**src/rtl/irct_pkg.sv**
```systemverilog
package irct_pkg;

	// Limits of the line format.
	localparam int PREFIX_SIZE  = 256;
	localparam int COMMAND_SIZE = 32;
	localparam int MAX_PARAMS   = 15;
	localparam int PARAM_KEEP   = 511;

	// The token length counter covers the longest kept prefix or parameter.
	localparam int LEN_W = 9;

	localparam logic [7:0] CH_NUL   = 8'h00;
	localparam logic [7:0] CH_LF    = 8'h0A;
	localparam logic [7:0] CH_CR    = 8'h0D;
	localparam logic [7:0] CH_SPACE = 8'h20;
	localparam logic [7:0] CH_COLON = 8'h3A;

	localparam logic [1:0] KIND_NONE    = 2'd0;
	localparam logic [1:0] KIND_PREFIX  = 2'd1;
	localparam logic [1:0] KIND_COMMAND = 2'd2;
	localparam logic [1:0] KIND_PARAM   = 2'd3;

	localparam logic [2:0] ST_OK         = 3'd0;
	localparam logic [2:0] ST_PFX_UNTERM = 3'd1;
	localparam logic [2:0] ST_PFX_LONG   = 3'd2;
	localparam logic [2:0] ST_CMD_EMPTY  = 3'd3;
	localparam logic [2:0] ST_CMD_LONG   = 3'd4;

	typedef enum logic [7:0] {
		PH_START   = 8'b0000_0001,
		PH_PREFIX  = 8'b0000_0010,
		PH_CMDGAP  = 8'b0000_0100,
		PH_COMMAND = 8'b0000_1000,
		PH_PGAP    = 8'b0001_0000,
		PH_PARAM   = 8'b0010_0000,
		PH_TRAIL   = 8'b0100_0000,
		PH_DONE    = 8'b1000_0000
	} phase_t;

	typedef struct packed {
		logic [7:0] byte_out;
		logic [1:0] field_kind;
		logic [3:0] param_index;
		logic       token_start;
		logic       is_trailing;
		logic       line_done;
		logic [2:0] status;
		logic [3:0] param_count;
	} result_t;

endpackage

```
**src/rtl/irct_core.sv**
```systemverilog
module irct_core
	import irct_pkg::*;
#(
	parameter int PREFIX_SIZE  = irct_pkg::PREFIX_SIZE,
	parameter int COMMAND_SIZE = irct_pkg::COMMAND_SIZE,
	parameter int MAX_PARAMS   = irct_pkg::MAX_PARAMS,
	parameter int PARAM_KEEP   = irct_pkg::PARAM_KEEP
)
(
	input  logic       clk,
	input  logic       arst_n,
	input  logic       step,
	input  logic [7:0] data_byte,
	input  logic       line_end,
	output result_t    result
);

	phase_t           phase_q, phase_d;
	logic [LEN_W-1:0] len_q, len_d;
	logic [3:0]       count_q, count_d;
	logic [2:0]       err_q, err_d;

	// Error code left when a line stops in the given phase.
	function automatic logic [2:0] finish_err(phase_t ph, logic [2:0] err);
		logic [2:0] e;
		e = err;
		if (ph == PH_START || ph == PH_CMDGAP) begin
			e = ST_CMD_EMPTY;
		end else if (ph == PH_PREFIX) begin
			e = ST_PFX_UNTERM;
		end
		return e;
	endfunction

	always_comb begin
		logic eol;
		logic sp;
		logic [1:0] kind;
		logic [3:0] pidx;
		logic start;
		logic trail;
		logic [2:0] status;

		eol     = (data_byte == CH_CR) || (data_byte == CH_LF);
		sp      = (data_byte == CH_SPACE);
		phase_d = phase_q;
		len_d   = len_q;
		count_d = count_q;
		err_d   = err_q;
		kind    = KIND_NONE;
		pidx    = 4'd0;
		start   = 1'b0;
		trail   = 1'b0;
		status  = ST_OK;

		if (data_byte == CH_NUL) begin
			// A zero byte ends the string; the rest of the line is ignored.
			if (phase_q != PH_DONE) begin
				err_d   = finish_err(phase_q, err_q);
				phase_d = PH_DONE;
			end
		end else begin
			unique case (phase_q)
				PH_START, PH_CMDGAP: begin
					if (phase_q == PH_START && data_byte == CH_COLON) begin
						phase_d = PH_PREFIX;
						len_d   = '0;
					end else if (sp) begin
						phase_d = PH_CMDGAP;
					end else if (eol) begin
						err_d   = ST_CMD_EMPTY;
						phase_d = PH_DONE;
					end else begin
						// First command byte.
						phase_d = PH_COMMAND;
						kind    = KIND_COMMAND;
						start   = 1'b1;
						len_d   = LEN_W'(1);
					end
				end
				PH_PREFIX: begin
					if (sp) begin
						phase_d = (err_q == ST_PFX_LONG) ? PH_DONE : PH_CMDGAP;
					end else if (len_q >= LEN_W'(PREFIX_SIZE - 1)) begin
						err_d = ST_PFX_LONG;
					end else begin
						kind  = KIND_PREFIX;
						start = (len_q == '0);
						len_d = len_q + LEN_W'(1);
					end
				end
				PH_COMMAND: begin
					if (sp || eol) begin
						phase_d = (err_q != ST_OK || eol) ? PH_DONE : PH_PGAP;
					end else if (len_q >= LEN_W'(COMMAND_SIZE - 1)) begin
						err_d = ST_CMD_LONG;
					end else begin
						kind  = KIND_COMMAND;
						start = (len_q == '0);
						len_d = len_q + LEN_W'(1);
					end
				end
				PH_PGAP: begin
					if (eol || count_q >= 4'(MAX_PARAMS)) begin
						phase_d = PH_DONE;
					end else if (!sp) begin
						count_d = count_q + 4'd1;
						len_d   = '0;
						if (data_byte == CH_COLON) begin
							phase_d = PH_TRAIL;
						end else begin
							phase_d = PH_PARAM;
							kind    = KIND_PARAM;
							start   = 1'b1;
							len_d   = LEN_W'(1);
							pidx    = count_q;
						end
					end
				end
				PH_PARAM, PH_TRAIL: begin
					if (eol) begin
						phase_d = PH_DONE;
					end else if (phase_q == PH_PARAM && sp) begin
						phase_d = (count_q >= 4'(MAX_PARAMS)) ? PH_DONE : PH_PGAP;
					end else if (len_q < LEN_W'(PARAM_KEEP)) begin
						kind  = KIND_PARAM;
						start = (len_q == '0);
						len_d = len_q + LEN_W'(1);
						pidx  = count_q - 4'd1;
						trail = (phase_q == PH_TRAIL);
					end
				end
				default: begin
				end
			endcase
		end

		if (line_end) begin
			if (phase_d != PH_DONE) begin
				err_d = finish_err(phase_d, err_d);
			end
			status = err_d;
		end

		result.byte_out    = data_byte;
		result.field_kind  = kind;
		result.param_index = pidx;
		result.token_start = start;
		result.is_trailing = trail;
		result.line_done   = line_end;
		result.status      = status;
		result.param_count = count_d;
	end

	always_ff @(posedge clk or negedge arst_n) begin
		if (!arst_n) begin
			phase_q <= PH_START;
			len_q   <= '0;
			count_q <= '0;
			err_q   <= ST_OK;
		end else if (step) begin
			if (line_end) begin
				phase_q <= PH_START;
				len_q   <= '0;
				count_q <= '0;
				err_q   <= ST_OK;
			end else begin
				phase_q <= phase_d;
				len_q   <= len_d;
				count_q <= count_d;
				err_q   <= err_d;
			end
		end
	end

endmodule

```
**src/rtl/irc_line_tokenizer.sv**
```systemverilog
// Channel   Direction  Handshake                 Word
// byte      in         byte_valid / byte_ready   data_byte, line_end
// tag       out        tag_valid / tag_ready     byte_out, field_kind, param_index,
//                                                token_start, is_trailing, line_done,
//                                                status, param_count
//
// One word in, one tagged word out. An accepted word sits in the input register while the
// parser tags it, and its tag is loaded into the result register once that register is
// empty or being drained, and the tag is offered from there. A new word is taken every
// cycle while the output is not stalled; the parser's phase and counter update sets
// that rate. arst_n clears the valid bits and the parser state to the start of a line.
// A stalled output holds both registers; the input side stays open while the input
// register is empty.
module irc_line_tokenizer
	import irct_pkg::*;
#(
	parameter int PREFIX_SIZE  = irct_pkg::PREFIX_SIZE,
	parameter int COMMAND_SIZE = irct_pkg::COMMAND_SIZE,
	parameter int MAX_PARAMS   = irct_pkg::MAX_PARAMS,
	parameter int PARAM_KEEP   = irct_pkg::PARAM_KEEP
)
(
	input  logic       clk,
	input  logic       arst_n,

	input  logic       byte_valid,
	output logic       byte_ready,
	input  logic [7:0] data_byte,
	input  logic       line_end,

	output logic       tag_valid,
	input  logic       tag_ready,
	output logic [7:0] byte_out,
	output logic [1:0] field_kind,
	output logic [3:0] param_index,
	output logic       token_start,
	output logic       is_trailing,
	output logic       line_done,
	output logic [2:0] status,
	output logic [3:0] param_count
);

	// Input register.
	logic       valid_s1;
	logic [7:0] data_s1;
	logic       end_s1;

	// Result register.
	logic       valid_s2;
	result_t    res_s2;
	result_t    res_comb;

	logic adv_s2;
	logic take_s1;

	// The result register can load whenever it is empty or being drained.
	assign adv_s2     = !valid_s2 || tag_ready;
	assign byte_ready = !valid_s1 || adv_s2;
	assign take_s1    = byte_valid && byte_ready;

	always_ff @(posedge clk or negedge arst_n) begin
		if (!arst_n) begin
			valid_s1 <= 1'b0;
		end else if (byte_ready) begin
			valid_s1 <= byte_valid;
		end
	end

	always_ff @(posedge clk) begin
		if (take_s1) begin
			data_s1 <= data_byte;
			end_s1  <= line_end;
		end
	end

	// The parser advances its state only when its word moves into the result register.
	irct_core #(
		.PREFIX_SIZE  (PREFIX_SIZE),
		.COMMAND_SIZE (COMMAND_SIZE),
		.MAX_PARAMS   (MAX_PARAMS),
		.PARAM_KEEP   (PARAM_KEEP)
	) u_core (
		.clk       (clk),
		.arst_n    (arst_n),
		.step      (valid_s1 && adv_s2),
		.data_byte (data_s1),
		.line_end  (end_s1),
		.result    (res_comb)
	);

	always_ff @(posedge clk or negedge arst_n) begin
		if (!arst_n) begin
			valid_s2 <= 1'b0;
		end else if (adv_s2) begin
			valid_s2 <= valid_s1;
		end
	end

	always_ff @(posedge clk) begin
		if (adv_s2 && valid_s1) begin
			res_s2 <= res_comb;
		end
	end

	assign tag_valid   = valid_s2;
	assign byte_out    = res_s2.byte_out;
	assign field_kind  = res_s2.field_kind;
	assign param_index = res_s2.param_index;
	assign token_start = res_s2.token_start;
	assign is_trailing = res_s2.is_trailing;
	assign line_done   = res_s2.line_done;
	assign status      = res_s2.status;
	assign param_count = res_s2.param_count;

endmodule
```
**config.mk**
```make
export PLATFORM = sky130hd
export DESIGN_NAME = irc_line_tokenizer
export DESIGN_NICKNAME = d
export VERILOG_FILES = /design/src/rtl/irct_pkg.sv /design/src/rtl/irct_core.sv /design/src/rtl/irc_line_tokenizer.sv
export SDC_FILE = /design/constraint.sdc
export NUM_CORES = 1
export LEC_CHECK = 0
export ABC_AREA = 0
export CORE_ASPECT_RATIO = 1.75
export CORE_MARGIN = 2
export CORE_UTILIZATION = 30
export CTS_BUF_LIST = sky130_fd_sc_hd__clkbuf_8
export DETAILED_ROUTE_END_ITERATION = 10
export DONT_BUFFER_PORTS = 1
export PLACE_DENSITY_LB_ADDON = 0.25
export SETUP_SLACK_MARGIN = 0.5
export SYNTH_ARGS = -nofsm -noshare
export SYNTH_HDL_FRONTEND = slang
export SYNTH_HIERARCHICAL = 1
export SYNTH_SLANG_ARGS = --single-unit
```
**constraint.sdc**
```tcl
create_clock -name clk -period 3.1 [get_ports clk]
set_clock_uncertainty 0.1 [all_clocks]
set_input_delay 0.155 -clock clk [delete_from_list [all_inputs] [get_ports clk]]
set_output_delay 0.155 -clock clk [all_outputs]
set_load 0.01 [all_outputs]
```
==> impl_metrics.json <==
{
  "rsz0062_at_grt": "true",
  "finalCritPeriodShare": 0.905,
  "synth.area.top_cells": "edfxtp_1 28%, dfrtp_1 18%, nor2_1 4.0%",
  "start_util": 0.304,
  "cap_viol_max_count": 0,
  "clock-root-buffer": "clkbuf_8",
  "antenna_found_initial": 0,
  "crit_arrival_ns": 2.80,
  "slew_headroom": 0.576,
  "hold_viol": 0,
  "hpwl_um": 8150,
  "vias": 3224,
  "drc": 0,
  "fmax_ghz": 0.356,
  "finalInstanceArea_um2": 4600,
  "leakagePower_nw": 1.77,
  "start_kind": "flip-flop",
  "die_h_um": 146,
  "final.setup.tns_ns": 0,
  "filler_cell_count": 1126,
  "end_kind": "flip-flop",
  "area_delta_synth_final_pct": 32.3,
  "synth.distinct_cells": 68,
  "ioPinCount": 39,
  "cts_max_path_buffers": 2,
  "synth_common_cells": "37 x nor2_1, 33 x edfxtp_1, 33 x nand2_1",
  "grt_max_degree": 27,
  "gr-usage-all-layers": 0.191,
  "netlist.area_leader.share": 0.285,
  "multi_input_area_um2": 1970,
  "p_per_area_nw_per_um2": 560,
  "crit_family": "compound AO/OA/AOI/OAI gates",
  "clk_latency_ns": 0.35,
  "finalMaxSlewViolations": 0,
  "grt_pass1_vias": 3236,
  "dieWidth_um": 85.4,
  "seq_area_frac_synth": 0.472,
  "crit_path_top_delay_cell": "or4b_4",
  "synthCells": 359,
  "tritoncts": "done",
  "crit_fanout": 5,
  "status": "completed",
  "cp_slowest_stage_delay_ns": 0.59,
  "ys.flop_type": "edfxtp_1",
  "ir_drop_v": 0.000279,
  "clock_sinks": 59,
  "grt_pass1_wl_um": 17700,
  "syn_area_um2": 3480,
  "setup_violations": 0,
  "htreeDepth": 3,
  "cp.required_ns": 3.10,
  "synth-seq-cells": 59,
  "antenna_cells": 0,
  "avgRoutedWirePerCell_um": 21.2,
  "final_antenna_net_count": 0,
  "synth_most_common_cell": "nor2_1",
  "vias_per_cell": 5.80,
  "first_pass_iters": 5,
  "numPortBuffers": 0,
  "path_buf_inv": 0,
  "gp_congestion": 1.05,
  "worst_slew_pin_slew_ns": 0.633,
  "avgSynthCellArea_um2": 9.69,
  "synth_edf_count": 33,
  "min_path_type": "primary input to flip-flop",
  "synth_area_leader_cell": "edfxtp_1",
  "fin_nets": 434,
  "fin_crit_ns": 2.81,
  "core.rowCount": 52,
  "path_cells": "or4b_4 > o311a_4 > o211ai_4 > nand4_2 > o21ai_2 > o21a_1 > nor4b_4 > o31a_1",
  "drt-total-wl_um": 11800,
  "core_area_um2": 11500,
  "crit_type": "flip-flop to flip-flop",
  "numCtsBuffers": 9,
  "r2r_slack_ns": 0.29,
  "clk_pin_slew_ns": 0.07,
  "ys_warn_count": 6,
  "initialDrtViolationCount": 201,
  "synthArstFlopShare": 0.441,
  "drive_gt1_frac": 0.328,
  "register_area_um2": 1650,
  "placed_cell_area_um2": 3740,
  "syn-num-nets": 377,
  "die_area_um2": 12500,
  "overflow": 0
}
==> layout by cell type, fill, tap and decap left out, types with 10 or more instances in the layout <==
cell,count
buf_4,51
edfxtp_1,33
nor2_1,32
nand2_1,31
dfrtp_1,21
inv_1,15
a21oi_1,14
dlygate4sd3_1,13
o21ai_0,13
o21ai_1,10
==> power by group <==
part	switching [W]	internal, W	total, W
Sequential	0.0000942	0.000919	0.00101
Clock	0.000315	0.000361	0.000676
Combinational	0.000500	0.000389	0.000889
Total	0.000909	0.00167	0.00258
==> worst register-to-register path, stage by stage (launching register included) <==
cell and delay (ns):
dfrtp_2 0.45, or4b_4 0.59, o311a_4 0.16, o211ai_4 0.30
nand4_2 0.17, o21ai_2 0.22, o21a_1 0.19, nor4b_4 0.07
o31a_1 0.31
==> through the flow <==
| step | std cells | worst slack (ns) | hold slack [ns] | util | power (W) |
|---|---|---|---|---|---|
| after detailed placement | 496 | 0.0358 | -0.239 | 0.327 | 0.00167 |
| after floorplan | 359 | 0.490 | -0.241 | - | 0.00146 |
| after global placement | 496 | 0.0360 | -0.239 | 0.327 | 0.00168 |
| final | 556 | 0.295 | 0.0442 | 0.402 | 0.00258 |
| after global routing | 556 | 0.169 | 0.0292 | 0.402 | 0.00269 |
| after CTS | 544 | 0.360 | 0.0271 | 0.382 | 0.00251 |
==> flip-flops by register name, summed over array words and instances, names as in the netlist <==
name,cells
u_core/len_q,9
byte_out,8
data_s1,8
u_core/phase_q,8
param_count,4
param_index,4
u_core/count_q,4
status,3
u_core/err_q,3
field_kind,2
end_s1,1
is_trailing,1
line_done,1
tag_valid,1
token_start,1
valid_s1,1
==> cell type report <==
| class | count | area share |
|---|---|---|
| clock buffer | 9 | 0.0269 |
| clock inverter | 7 | 0.0130 |
| inverter | 14 | 0.0114 |
| multi-input combinational | 263 | 0.429 |
| sequential | 59 | 0.358 |
| tap | 135 | 0.0367 |
| timing repair buffer | 69 | 0.126 |
==> worst paths after layout <==
kind | startpoint | to | cells after the start
min in group asynchronous | arst_n | u_core/phase_q[5]$_DFFE_PN0P_ | 2
setup / recovery | u_core/phase_q[3]$_DFFE_PN0P_ | status[0]$_DFFE_PP_ | 8
hold / removal | byte_valid | data_s1[2]$_DFFE_PP_ | 1
max in group asynchronous | arst_n | u_core/phase_q[0]$_DFFE_PN1P_ | 2
setup reg to reg | u_core/phase_q[3]$_DFFE_PN0P_ | status[0]$_DFFE_PP_ | 8
hold reg to reg | data_s1[4]$_DFFE_PP_ | byte_out[4]$_DFFE_PP_ | 0
==> routing by layer <==
metal,vias to the layer above,global-route usage,routed length (um),share of wire
met2,125,0.350,6530,0.55
met5,-,0,0,0
met3,45,0.0367,437,0.037
met4,0,0.130,744,0.063
met1,1601,0.187,4100,0.35
li1,1453,-,-,-
==> what timing repair did <==
action / in CTS / in global routing
pin swaps: 26 / 23
setup buffers: 17 / 12
hold endpoints to repair: 37 / 0
gates resized for setup: 38 / 31
endpoints found under the setup margin: 19 / 28
cloned: 1 / 0
hold buffers: 14 / 0
==> logic make-up after synthesis <==
kind of cell | Yosys count | synth area share
fa+ha+maj | 5 | 0.0180
simple gates | 153 | 0.251
buf+inv | 37 | 0.0539
compound gates | 96 | 0.181
mux | 2 | 0.00611
xor+xnor | 7 | 0.0176
flops | 59 | 0.472
Note: power is estimated with default switching activity, not from simulation.
